`config.mk`:
```
export PLATFORM = sky130hd
export DESIGN_NAME = step_loss_monitor
export DESIGN_NICKNAME = d
export VERILOG_FILES = /design/src/sv/slm_pkg.sv /design/src/sv/slm_div.sv /design/src/sv/step_loss_monitor.sv
export SDC_FILE = /design/constraint.sdc
export NUM_CORES = 2
export LEC_CHECK = 0
export BUFFER_PORTS_ARGS = -buffer_cell sky130_fd_sc_hd__clkbuf_2
export CAP_MARGIN = 20
export CORE_ASPECT_RATIO = 0.8
export CORE_UTILIZATION = 66
export CTS_CLUSTER_SIZE = 14
export DETAILED_ROUTE_END_ITERATION = 12
export GPL_ROUTABILITY_DRIVEN = 1
export PLACE_DENSITY = 0.86
export SYNTH_ARGS = -nofsm -noshare
export SYNTH_HDL_FRONTEND = slang
export SYNTH_SLANG_ARGS = --single-unit
```
`constraint.sdc`:
```
create_clock -name clk -period 21.1 [get_ports clk]
set_input_delay 2.11 -clock clk [delete_from_list [all_inputs] [get_ports clk]]
set_output_delay 2.11 -clock clk [all_outputs]
set_load 0.01 [all_outputs]
```
`src/sv/slm_pkg.sv`:
```
// ----------------------------------------------------------------------------
// slm_pkg
// Shared types and constants for the step loss monitor.
// ----------------------------------------------------------------------------
`default_nettype none

package slm_pkg;

  localparam int DIV_NUM_W = 33;
  localparam int DIV_DEN_W = 10;
  localparam int DIV_STEPS = 33;
  localparam int MUL_STEPS = 9;
  localparam int CNT_W     = 6;
  localparam int FACTOR_W  = 9;
  localparam int ERR_FS_W  = 30;
  localparam int ACC_W     = 40;
  localparam int ERR_W     = 37;
  localparam int CORR_W    = 12;

  localparam logic [DIV_DEN_W-1:0] ENC_DEN      = 10'd360;
  localparam logic [DIV_NUM_W:0]   ENC_HALF     = 34'd180;
  localparam logic [FACTOR_W-1:0]  MIN_FACTOR   = 9'd16;
  localparam logic signed [ACC_W-1:0] ERR_MAX   = 40'sd68719476735;
  localparam logic signed [ACC_W-1:0] ERR_MIN   = -40'sd68719476736;
  localparam logic signed [ERR_FS_W-1:0] CORR_HI = 30'sd4;
  localparam logic signed [ERR_FS_W-1:0] CORR_LO = -30'sd4;

  localparam logic [2:0] REG_FACTOR  = 3'd0;
  localparam logic [2:0] REG_HOLD    = 3'd1;
  localparam logic [2:0] REG_FAST    = 3'd2;
  localparam logic [2:0] REG_LIMITS  = 3'd3;
  localparam logic [2:0] REG_CONFIRM = 3'd4;
  localparam logic [2:0] REG_RECOVER = 3'd5;

  typedef enum logic [2:0] {
    ST_IDLE,
    ST_DIV,
    ST_ERR,
    ST_MUL,
    ST_UPD
  } state_t;

  typedef enum logic [1:0] {
    SPEED_HOLD = 2'd0,
    SPEED_RUN  = 2'd1,
    SPEED_FAST = 2'd2
  } band_t;

  typedef struct packed {
    logic load;
    logic step;
  } div_ctrl_t;

endpackage

`default_nettype wire

```
`src/sv/slm_div.sv`:
```
// ----------------------------------------------------------------------------
// slm_div
// Bit-serial restoring divider, one quotient bit per step.
// ----------------------------------------------------------------------------
`default_nettype none

module slm_div
  import slm_pkg::*;
(
  input  wire logic                 clk,
  input  wire div_ctrl_t            ctrl,
  input  wire logic [DIV_NUM_W-1:0] num,
  input  wire logic [DIV_DEN_W-1:0] den,
  output logic      [DIV_NUM_W-1:0] quo
);

  logic [DIV_DEN_W-1:0] rem;
  logic [DIV_DEN_W-1:0] dvs;
  logic [DIV_DEN_W:0]   trial;
  logic [DIV_DEN_W:0]   diff;
  logic                 fits;

  assign trial = {rem, quo[DIV_NUM_W-1]};
  assign diff  = trial - {1'b0, dvs};
  assign fits  = trial >= {1'b0, dvs};

  always_ff @(posedge clk) begin
    if (ctrl.load) begin
      rem <= '0;
      dvs <= den;
      quo <= num;
    end else if (ctrl.step) begin
      rem <= fits ? diff[DIV_DEN_W-1:0] : trial[DIV_DEN_W-1:0];
      quo <= {quo[DIV_NUM_W-2:0], fits};
    end
  end

endmodule

`default_nettype wire

```
`src/sv/step_loss_monitor.sv`:
```
// ----------------------------------------------------------------------------
// step_loss_monitor
// Step loss detection with speed bands, confirm time and recovery timeout.
// ----------------------------------------------------------------------------
// One item per monitor tick passes, from acceptance to result, through the
// two bit-serial rounding dividers (encoder angle by 180 and commanded
// position by the microstep factor, run side by side), a step that forms the
// full-step error and picks the band, the serial multiplier by the microstep
// factor, and an update step. The input is taken again in the cycle after
// the update; a stalled result holds only the update state. Registers sit at
// byte address 8*i, 64-bit data.
// ----------------------------------------------------------------------------
`default_nettype none

module step_loss_monitor
  import slm_pkg::*;
(
  input  wire logic         clk,
  input  wire logic         rst,
  input  wire logic         s_tvalid,
  output logic              s_tready,
  // time_ms[31:0], commanded_position[63:32], speed_estimate[95:64],
  // encoder_angle[127:96]
  input  wire logic [127:0] s_tdata,
  output logic              m_tvalid,
  input  wire logic         m_tready,
  // position_error[36:0], speed_band[38:37], over_limit[39], loss_active[40],
  // recovery_running[41], fault_request[42], suggested_correction[54:43],
  // zero[55]
  output logic [55:0]       m_tdata,
  input  wire logic         psel,
  input  wire logic         penable,
  input  wire logic         pwrite,
  input  wire logic [5:0]   paddr,
  input  wire logic [63:0]  pwdata,
  output logic [63:0]       prdata,
  output logic              pready
);

  // configuration
  logic [FACTOR_W-1:0] microstep_factor;
  logic [31:0]         hold_speed_limit;
  logic [31:0]         fast_speed_limit;
  logic [47:0]         band_error_limits;
  logic [47:0]         band_confirm_times;
  logic [31:0]         recovery_timeout;
  logic [2:0]          reg_idx;

  assign pready  = 1'b1;
  assign reg_idx = paddr[5:3];

  always_ff @(posedge clk) begin
    if (rst) begin
      microstep_factor   <= 9'd16;
      hold_speed_limit   <= '0;
      fast_speed_limit   <= '1;
      band_error_limits  <= '0;
      band_confirm_times <= '0;
      recovery_timeout   <= '0;
    end else if (psel && penable && pwrite) begin
      unique case (reg_idx)
        REG_FACTOR:  microstep_factor   <= pwdata[FACTOR_W-1:0];
        REG_HOLD:    hold_speed_limit   <= pwdata[31:0];
        REG_FAST:    fast_speed_limit   <= pwdata[31:0];
        REG_LIMITS:  band_error_limits  <= pwdata[47:0];
        REG_CONFIRM: band_confirm_times <= pwdata[47:0];
        REG_RECOVER: recovery_timeout   <= pwdata[31:0];
        default: ;
      endcase
    end
  end

  always_comb begin
    unique case (reg_idx)
      REG_FACTOR:  prdata = {55'd0, microstep_factor};
      REG_HOLD:    prdata = {32'd0, hold_speed_limit};
      REG_FAST:    prdata = {32'd0, fast_speed_limit};
      REG_LIMITS:  prdata = {16'd0, band_error_limits};
      REG_CONFIRM: prdata = {16'd0, band_confirm_times};
      REG_RECOVER: prdata = {32'd0, recovery_timeout};
      default:     prdata = '0;
    endcase
  end

  logic [FACTOR_W-1:0] m_eff;
  assign m_eff = (microstep_factor < MIN_FACTOR) ? MIN_FACTOR : microstep_factor;

  // control
  state_t     state, state_next;
  div_ctrl_t  div_ctrl;
  logic       err_load;
  logic       mul_step;
  logic       upd_fire;
  logic       out_free;
  logic [CNT_W-1:0] cnt;
  logic       div_last;
  logic       mul_last;

  assign out_free = !m_tvalid || m_tready;
  assign div_last = cnt == CNT_W'(DIV_STEPS - 1);
  assign mul_last = cnt == CNT_W'(MUL_STEPS - 1);

  always_ff @(posedge clk) begin
    if (rst) begin
      state <= ST_IDLE;
    end else begin
      state <= state_next;
    end
  end

  always_comb begin
    state_next = state;
    unique case (state)
      ST_IDLE: if (s_tvalid) state_next = ST_DIV;
      ST_DIV:  if (div_last) state_next = ST_ERR;
      ST_ERR:  state_next = ST_MUL;
      ST_MUL:  if (mul_last) state_next = ST_UPD;
      ST_UPD:  if (out_free) state_next = ST_IDLE;
      default: state_next = ST_IDLE;
    endcase
  end

  always_comb begin
    s_tready      = 1'b0;
    div_ctrl.load = 1'b0;
    div_ctrl.step = 1'b0;
    err_load      = 1'b0;
    mul_step      = 1'b0;
    upd_fire      = 1'b0;
    unique case (state)
      ST_IDLE: begin
        s_tready      = 1'b1;
        div_ctrl.load = s_tvalid;
      end
      ST_DIV:  div_ctrl.step = 1'b1;
      ST_ERR:  err_load = 1'b1;
      ST_MUL:  mul_step = 1'b1;
      ST_UPD:  upd_fire = out_free;
      default: ;
    endcase
  end

  always_ff @(posedge clk) begin
    if (rst) begin
      cnt <= '0;
    end else if (div_ctrl.step) begin
      cnt <= div_last ? '0 : cnt + 1'b1;
    end else if (mul_step) begin
      cnt <= mul_last ? '0 : cnt + 1'b1;
    end else begin
      cnt <= '0;
    end
  end

  // input capture and divider operands
  logic [31:0]        in_time;
  logic signed [31:0] in_pos;
  logic signed [31:0] in_spd;
  logic signed [31:0] in_enc;
  logic [31:0]        now;
  logic signed [31:0] spd;
  logic               pos_neg;
  logic               enc_neg;

  assign in_time = s_tdata[31:0];
  assign in_pos  = s_tdata[63:32];
  assign in_spd  = s_tdata[95:64];
  assign in_enc  = s_tdata[127:96];

  always_ff @(posedge clk) begin
    if (div_ctrl.load) begin
      now     <= in_time;
      spd     <= in_spd;
      pos_neg <= in_pos[31];
      enc_neg <= in_enc[31];
    end
  end

  logic [DIV_NUM_W:0]     enc2, pos2, enc_num, pos_num, m_half;
  logic [DIV_DEN_W-1:0]   pos_den;
  logic [DIV_NUM_W-1:0]   q_enc, q_pos;

  assign enc2    = {in_enc[31], in_enc, 1'b0};
  assign pos2    = {in_pos[31], in_pos, 1'b0};
  assign m_half  = {{(DIV_NUM_W + 1 - FACTOR_W){1'b0}}, m_eff};
  assign enc_num = in_enc[31] ? (ENC_HALF - enc2) : (enc2 + ENC_HALF);
  assign pos_num = in_pos[31] ? (m_half - pos2) : (pos2 + m_half);
  assign pos_den = {m_eff, 1'b0};

  slm_div u_div_enc (
    .clk  (clk),
    .ctrl (div_ctrl),
    .num  (enc_num[DIV_NUM_W-1:0]),
    .den  (ENC_DEN),
    .quo  (q_enc)
  );

  slm_div u_div_pos (
    .clk  (clk),
    .ctrl (div_ctrl),
    .num  (pos_num[DIV_NUM_W-1:0]),
    .den  (pos_den),
    .quo  (q_pos)
  );

  // full-step error, band selection
  logic signed [ERR_FS_W-1:0] fs_enc, fs_pos, err_fs_c, err_fs;
  logic [32:0]                spd_x, aspd;
  band_t                      band_c, band;
  logic [15:0]                thr_c, thr;
  logic [15:0]                conf_c, conf;

  assign fs_enc   = enc_neg ? -$signed(q_enc[ERR_FS_W-1:0]) : $signed(q_enc[ERR_FS_W-1:0]);
  assign fs_pos   = pos_neg ? -$signed(q_pos[ERR_FS_W-1:0]) : $signed(q_pos[ERR_FS_W-1:0]);
  assign err_fs_c = fs_enc - fs_pos;

  assign spd_x = {spd[31], spd};
  assign aspd  = spd[31] ? (33'd0 - spd_x) : spd_x;

  always_comb begin
    if (aspd <= {1'b0, hold_speed_limit}) begin
      band_c = SPEED_HOLD;
    end else if (aspd >= {1'b0, fast_speed_limit}) begin
      band_c = SPEED_FAST;
    end else begin
      band_c = SPEED_RUN;
    end
    unique case (band_c)
      SPEED_HOLD: begin
        thr_c  = band_error_limits[15:0];
        conf_c = band_confirm_times[15:0];
      end
      SPEED_RUN: begin
        thr_c  = band_error_limits[31:16];
        conf_c = band_confirm_times[31:16];
      end
      default: begin
        thr_c  = band_error_limits[47:32];
        conf_c = band_confirm_times[47:32];
      end
    endcase
  end

  // serial multiply by the microstep factor
  logic signed [ACC_W-1:0] mcand, acc;
  logic [FACTOR_W-1:0]     mplier;

  always_ff @(posedge clk) begin
    if (err_load) begin
      err_fs <= err_fs_c;
      band   <= band_c;
      thr    <= thr_c;
      conf   <= conf_c;
      mcand  <= ACC_W'(err_fs_c);
      mplier <= m_eff;
      acc    <= '0;
    end else if (mul_step) begin
      if (mplier[0]) acc <= acc + mcand;
      mcand  <= mcand <<< 1;
      mplier <= mplier >> 1;
    end
  end

  // tracking state update
  logic [31:0] over_since, recovery_start;
  logic        over_valid, loss_flag, recovery_flag, fault_flag;
  logic [31:0] over_since_next, recovery_start_next;
  logic        over_valid_next, loss_flag_next, recovery_flag_next, fault_flag_next;
  logic [ERR_FS_W-1:0] aerr;
  logic        over;

  assign aerr = err_fs[ERR_FS_W-1] ? ERR_FS_W'(-err_fs) : ERR_FS_W'(err_fs);
  assign over = aerr > {{(ERR_FS_W - 16){1'b0}}, thr};

  always_comb begin
    over_since_next     = over_since;
    over_valid_next     = over_valid;
    recovery_start_next = recovery_start;
    loss_flag_next      = loss_flag;
    recovery_flag_next  = recovery_flag;
    fault_flag_next     = fault_flag;
    if (over) begin
      if (!over_valid) begin
        over_valid_next = 1'b1;
        over_since_next = now;
      end
      if (!loss_flag && ((now - over_since_next) >= {16'd0, conf})) begin
        loss_flag_next      = 1'b1;
        recovery_flag_next  = 1'b1;
        recovery_start_next = now;
      end
    end else begin
      over_valid_next = 1'b0;
      over_since_next = '0;
      if (loss_flag) begin
        loss_flag_next      = 1'b0;
        recovery_flag_next  = 1'b0;
        recovery_start_next = '0;
      end
    end
    if (recovery_flag_next && ((now - recovery_start_next) >= recovery_timeout)) begin
      fault_flag_next    = 1'b1;
      recovery_flag_next = 1'b0;
    end
  end

  always_ff @(posedge clk) begin
    if (rst) begin
      over_since     <= '0;
      over_valid     <= 1'b0;
      recovery_start <= '0;
      loss_flag      <= 1'b0;
      recovery_flag  <= 1'b0;
      fault_flag     <= 1'b0;
    end else if (upd_fire) begin
      over_since     <= over_since_next;
      over_valid     <= over_valid_next;
      recovery_start <= recovery_start_next;
      loss_flag      <= loss_flag_next;
      recovery_flag  <= recovery_flag_next;
      fault_flag     <= fault_flag_next;
    end
  end

  // result
  logic [ERR_W-1:0]  err_sat;
  logic signed [3:0] c4, negc;
  logic signed [13:0] corr_full;

  always_comb begin
    if (acc > ERR_MAX) begin
      err_sat = ERR_MAX[ERR_W-1:0];
    end else if (acc < ERR_MIN) begin
      err_sat = ERR_MIN[ERR_W-1:0];
    end else begin
      err_sat = acc[ERR_W-1:0];
    end
    if (err_fs > CORR_HI) begin
      c4 = CORR_HI[3:0];
    end else if (err_fs < CORR_LO) begin
      c4 = CORR_LO[3:0];
    end else begin
      c4 = err_fs[3:0];
    end
  end

  assign negc      = -c4;
  assign corr_full = negc * $signed({1'b0, m_eff});

  always_ff @(posedge clk) begin
    if (rst) begin
      m_tvalid <= 1'b0;
    end else if (upd_fire) begin
      m_tvalid <= 1'b1;
    end else if (m_tready) begin
      m_tvalid <= 1'b0;
    end
  end

  always_ff @(posedge clk) begin
    if (upd_fire) begin
      m_tdata <= {1'b0, corr_full[CORR_W-1:0], fault_flag_next, recovery_flag_next,
                  loss_flag_next, over, band, err_sat};
    end
  end

endmodule

`default_nettype wire
```
=== Word-level counts from Yosys, hierarchy flattened ===
Index checks and enable logic that the tools add are counted.

* Register bits: 648
* Output and inout bits: 123

* Multipliers: 1
* Eq/ne operators: 16
* Magnitude comparators: 12
* Add/sub/neg operators: 16
* Mux-type cells: 56
* Reduce and logical (&&, ||, !) cells: 21

{| class="wikitable"
|+ Operators with widths
! operator !! number
|-
| 48-bit case mux with 6 select lines || 1
|-
| 33-bit 2-to-1 mux || 7
|-
| 32-bit 2-to-1 mux || 6
|-
| 30-bit 2-to-1 mux || 3
|-
| 30-bit negation || 3
|-
| 40-bit 2-to-1 mux || 2
|-
| 16-bit case mux with 2 select lines || 2
|-
| 32-bit subtractor || 2
|-
| 40-bit adder || 1
|-
| 40-bit by 37-bit > comparator with 1-bit output (second input constant) || 1
|-
| 40-bit by 37-bit < comparator with 1-bit output (second input constant) || 1
|-
| 37-bit 2-to-1 mux || 1
|-
| 33-bit by 10-bit adder with 33-bit output || 1
|-
| 33-bit by 9-bit adder with 33-bit output (second input constant) || 1
|-
| 33-bit by 32-bit greater-or-equal comparator with 1-bit output || 1
|-
| 33-bit by 32-bit less-or-equal comparator with 1-bit output || 1
|-
| 1-bit by 32-bit subtractor with 33-bit output (first input constant) || 1
|-
| 10-bit by 33-bit subtractor with 33-bit output || 1
|-
| 9-bit by 33-bit subtractor with 33-bit output (first input constant) || 1
|-
| 32-bit by 16-bit greater-or-equal comparator with 1-bit output || 1
|-
| 32-bit greater-or-equal comparator || 1
|-
| 30-bit by 16-bit > comparator with 1-bit output || 1
|-
| 30-bit by 4-bit > comparator with 1-bit output (second input constant) || 1
|-
| 30-bit by 3-bit < comparator with 1-bit output (second input constant) || 1
|-
| 32 further kinds || 80
|}

=== Logic depth before layout (Yosys ltp) ===
* Depth after elaboration: 13
* Mapped depth: 55
* Gate-level depth less buffers: 54

=== Hierarchy ===
A second synthesis with hierarchy kept.

* Cell total of the unflattened synthesis: 4,969
* Area, all modules: 43,666.9 µm²

{| class="wikitable"
|+ Modules (own cells, without submodules)
! module !! area each (µm²) !! cells each !! instances
|-
| step_loss_monitor || 38,281.7 || 4,541 || 1
|-
| slm_div || 2,692.6 || 214 || 2
|}

=== Worst setup path before layout ===
No wires, ideal clock.

* Kind: input port to flip-flop
* From: input s_tdata[63]
* To: register u_div_pos.quo[32], data pin
* Data required time: 20.833 ns
* Setup slack: 14.832 ns
* Data arrival time: 6.001 ns
* Cell stages on the path: 20
* Path buffers: 4
* Setup time: 0.267 ns
* Path through: clkbuf_1 clkbuf_1 clkbuf_1 buf_1 mux2i_1 ha_1 nor2b_1 o21ai_0 a21oi_1 o21ai_0 a21oi_1 o21ai_0 a21boi_0 o21ai_0 nor3_1 nand3_1 or2_2 nor2_1 xor2_1 o21ai_0

* Cells in the longest elaborated chain, start to end: 3

{| class="wikitable"
|+ RTL lines
! item !! RTL line !! RTL
|-
| start: declaration || step_loss_monitor.sv:24 || <nowiki>input wire logic [127:0] s_tdata,</nowiki>
|-
| 33-bit by 10-bit adder with 33-bit output / 10-bit by 33-bit subtractor with 33-bit output (equally long branches) || step_loss_monitor.sv:187 || <nowiki>assign pos_num = in_pos[31] ? (m_half - pos2) : (pos2 + m_half);</nowiki>
|-
| 33-bit 2-to-1 mux * || step_loss_monitor.sv:187 ||
|-
| 33-bit 2-to-1 mux * || slm_div.sv:28 || <nowiki>if (ctrl.load) begin</nowiki>
|-
| end signal: assignment || slm_div.sv:31 || <nowiki>quo <= num;</nowiki>
|-
| end signal: assignment || slm_div.sv:34 || <nowiki>quo <= {quo[DIV_NUM_W-2:0], fits};</nowiki>
|-
| end: declaration || slm_div.sv:14 || <nowiki>output logic [DIV_NUM_W-1:0] quo</nowiki>
|}

Every way passes the cells marked *; elsewhere a longest branch is shown, timed or not.
A chain may end at the register's enable or synchronous reset.

==> results.py <==
metrics = {
    "layout": {
        "final_layout_size_suffix_gt1_share_pct": 11.0,
        "syn2layout_area_growth_pct": 9.58,
        "fin_cells": 6079,
        "nets": 5700,
        "final.fill_count": 4782,
    },
    "clock_tree": {
        "cts_resized": 0,
        "post_cts_buffers": 0,
        "clockBufferDepth": 3,
        "path_clk_slew_ps": 60,
        "cts-buffers-inserted": 67,
        "clkLatencyLatePin_ps": 630,
        "cts_root_buf": "clkbuf_16",
        "cts_hold_buf": 0,
        "tritoncts": "done",
        "htree_num_levels": 3,
        "clkSinkCount": 648,
    },
    "worst_hold_path": {
        "whs_path_depth": 2,
        "min_from": "hold_speed_limit[6]$_SDFFE_PP0P_",
        "hold_end": "hold_speed_limit[6]$_SDFFE_PP0P_",
        "hp-class": "flop to flop",
    },
    "logic_synthesis": {
        "synth-edff-count": 309,
        "yosys_warnings": 0,
        "synth_top_area_share_pct": 21.7,
        "synth_cell_type_count": 89,
        "synth_seq_cells": 648,
        "yosysSeqAreaShare_pct": 37.6,
        "postSynth.asyncResetShare_pct": 0,
        "syn_area_per_cell_um2": 8.52,
        "synthCells": 5020,
        "synth.area.top_cells": "edfxtp_1 (22%), dfxtp_1 (16%), ha_1 (9.1%)",
        "ys.flop_type": "dfxtp_1",
        "synth_area_leader_cell": "edfxtp_1",
        "syn-cell-area_um2": 42800,
    },
    "placement": {
        "dp.cells": 5941,
        "io_buffers": 290,
        "gp_congestion": 0.987,
        "hpwl_um": 85500,
    },
    "timing": {
        "post-route-period-util_pct": 59.4,
        "max-slew-margin-rel_pct": 27.5,
        "skew_ps": 33.7,
        "rsz0062_at_grt": "false",
        "slew_viol_final": 0,
        "tightest_slew_ps": 1090,
        "hold_violations": 0,
        "setup_violations": 0,
        "max_freq_mhz": 79.8,
        "tns_ps": 0,
        "period_minus_slack_ps": 12530,
    },
    "routing": {
        "vias_per_cell": 6.23,
        "drt_iter0_drc": 4309,
        "drt_pre_antenna_iters": 6,
        "ant_nets": 0,
        "num_vias": 37900,
        "wl_per_cell_um": 19.4,
        "drcViolationCount": 0,
        "drt-total-wl_um": 118000,
    },
    "setup_path": {
        "worstSetupEndpointType": "flop",
        "crit_fanout": 36,
        "r2r_slack_ps": 8570,
        "cp.buffers_inverters": 7,
        "arrival_ps": 12900,
        "max_stage_delay_ps": 520,
        "crit_slowest_cell": "a2111oi_0",
        "critPathKind": "flop to flop",
        "reg2reg_depth": 53,
        "r2r-end": "m_tdata[42]$_DFFE_PP_",
        "critPathRequiredTime_ps": 21470,
        "cp_top_family": "compound AO/OA/AOI/OAI gates",
        "r2r_start": "over_valid$_SDFFE_PP0P_",
        "cp-start-kind": "flop",
        "cp_num_cells": 53,
    },
    "global_route": {
        "grt_pass1_vias": 34000,
        "track_usage_pct": 34.7,
        "grt_max_degree": 110,
        "grt.overflow.total": 0,
        "grt_pass1_wl_um": 183000,
        "antenna_found_initial": 14,
    },
    "run": {
        "drv_cap": 0,
    },
    "power_and_ir_drop": {
        "sequentialPowerShare_pct": 42.7,
        "irDropWorstVdd_uv": 68.4,
        "p_comb_share_pct": 21.7,
        "leakagePower_nw": 19.1,
        "swShare_pct": 30.0,
        "switchingPower_mw": 1.01,
        "clkPwrFrac_pct": 35.6,
        "total_power_mw": 3.35,
        "p_int_mw": 2.35,
        "powerDensity_nw_per_um2": 71.5,
    },
    "run_status": {
        "status": "completed",
    },
    "floorplan": {
        "die_y_um": 230,
        "core_um2": 64100,
        "initial_core_util_pct": 66.7,
        "die_area_um2": 65800,
        "die_x_um": 287,
        "io_pins": 328,
        "row_count": 83,
    },
}
cells by family after synthesis:
group | count (synthesis) | share of synthesized area [%]
buffers and inverters | 553 | 5.06
AO/OA/AOI/OAI | 1247 | 18.2
adder cells (fa/ha/maj) | 333 | 10.1
AND/OR/NAND/NOR | 1761 | 18.5
other | 2 | 0.0176
flip-flops | 648 | 37.6
multiplexers | 160 | 4.05
XOR/XNOR | 316 | 6.47
layout make-up:
class	count	area (um2)	share of cell area (%)
repair buffers	328	1780	3.80
clock inverters	36	287	0.611
diodes	13	32.5	0.0694
clock buffers	87	1890	4.04
multi-input cells	3835	24700	52.6
inverters	282	1070	2.27
flip-flops and latches	648	16100	34.3
well taps	850	1060	2.27
synthesized netlist by cell type, drive strengths merged, types with 42 or more instances:
| cell | number |
|---|---|
| inv | 282 |
| xor2 | 95 |
| mux2 | 74 |
| nor3 | 113 |
| mux2i | 83 |
| o31ai | 42 |
| nor2 | 300 |
| nor2b | 53 |
| nand2 | 908 |
| nand2b | 52 |
| o21ai | 292 |
| buf | 44 |
| edfxtp | 309 |
| dfxtp | 339 |
| nand4 | 51 |
| nand3 | 74 |
| clkbuf | 227 |
| a211oi | 56 |
| xnor2 | 221 |
| a21o | 88 |
| o21a | 69 |
| ha | 312 |
| a21oi | 435 |
registers in the layout, summed over array words and instances, names as in the netlist, 33 cells and up:
register,cells
band_confirm_times,48
u_div_pos.quo,33
m_tdata,55
band_error_limits,48
mcand,40
u_div_enc.quo,33
acc,40
per-layer routing:
| layer | vias to the layer above | wire length, um | track usage (%) |
|---|---|---|---|
| li1 | 18000 | - | - |
| met1 | 17600 | 51800 | 51.6 |
| met2 | 1933 | 49100 | 49.4 |
| met3 | 273 | 12600 | 6.75 |
| met4 | 2 | 4520 | 13.1 |
| met5 | - | 13 | 0 |
placed cells by master, fill, tap and decap left out, types with 56 or more instances in the layout:
cell       instances
xor2_1            95
nor3_1           109
a21oi_1          433
edfxtp_1         309
xnor2_1          221
clkbuf_2         289
clkbuf_16         69
a21o_1            88
inv_1            277
dfxtp_1          337
mux2i_1           83
nand3_1           72
mux2_2            74
o21a_1            69
ha_1             312
nor2_1           298
o21ai_0          284
nand2_1          907
a211oi_1          56
stage by stage:
stage	util (%)	worst slack, ps	instance area [um2]	hold WS (ps)
6_report	73.1	8570	46900	456
3_5_place_dp	69.6	8740	44600	449
4_1_cts	73.0	8660	46800	457
2_1_floorplan	-	10710	42800	400
5_1_grt	73.1	7930	46900	468
3_3_place_gp	69.6	8970	44600	441
worst max-delay path by stage:
stage                                  startpoint               endpoint
final                     over_valid$_SDFFE_PP0P_  m_tdata[42]$_DFFE_PP_
after global routing      over_valid$_SDFFE_PP0P_  m_tdata[42]$_DFFE_PP_
after CTS                 over_valid$_SDFFE_PP0P_  m_tdata[42]$_DFFE_PP_
after detailed placement  over_valid$_SDFFE_PP0P_  m_tdata[42]$_DFFE_PP_
after global placement    over_valid$_SDFFE_PP0P_  m_tdata[42]$_DFFE_PP_
after floorplan           over_valid$_SDFFE_PP0P_  m_tdata[42]$_DFFE_PP_
power groups by stage:
stage | registers, mW | logic [mW] | clock network, mW
2_1_floorplan | 1.44 | 0.525 | 0
3_3_place_gp | 1.45 | 0.684 | 0
3_5_place_dp | 1.45 | 0.703 | 0
4_1_cts | 1.43 | 0.712 | 1.20
5_1_grt | 1.44 | 0.800 | 1.25
6_report | 1.43 | 0.726 | 1.19
worst register-to-register path, delay by kind of cell, from the launching register on:
family | cells | cell delay (ps)
flip-flops | 1 | 310
AND/OR/NAND/NOR | 12 | 3090
XOR/XNOR | 2 | 360
buffers and inverters | 7 | 1450
multiplexers | 1 | 380
adder cells (fa/ha/maj) | 5 | 1520
AO/OA/AOI/OAI | 26 | 5200
Note: power is estimated with default switching activity, not from simulation.
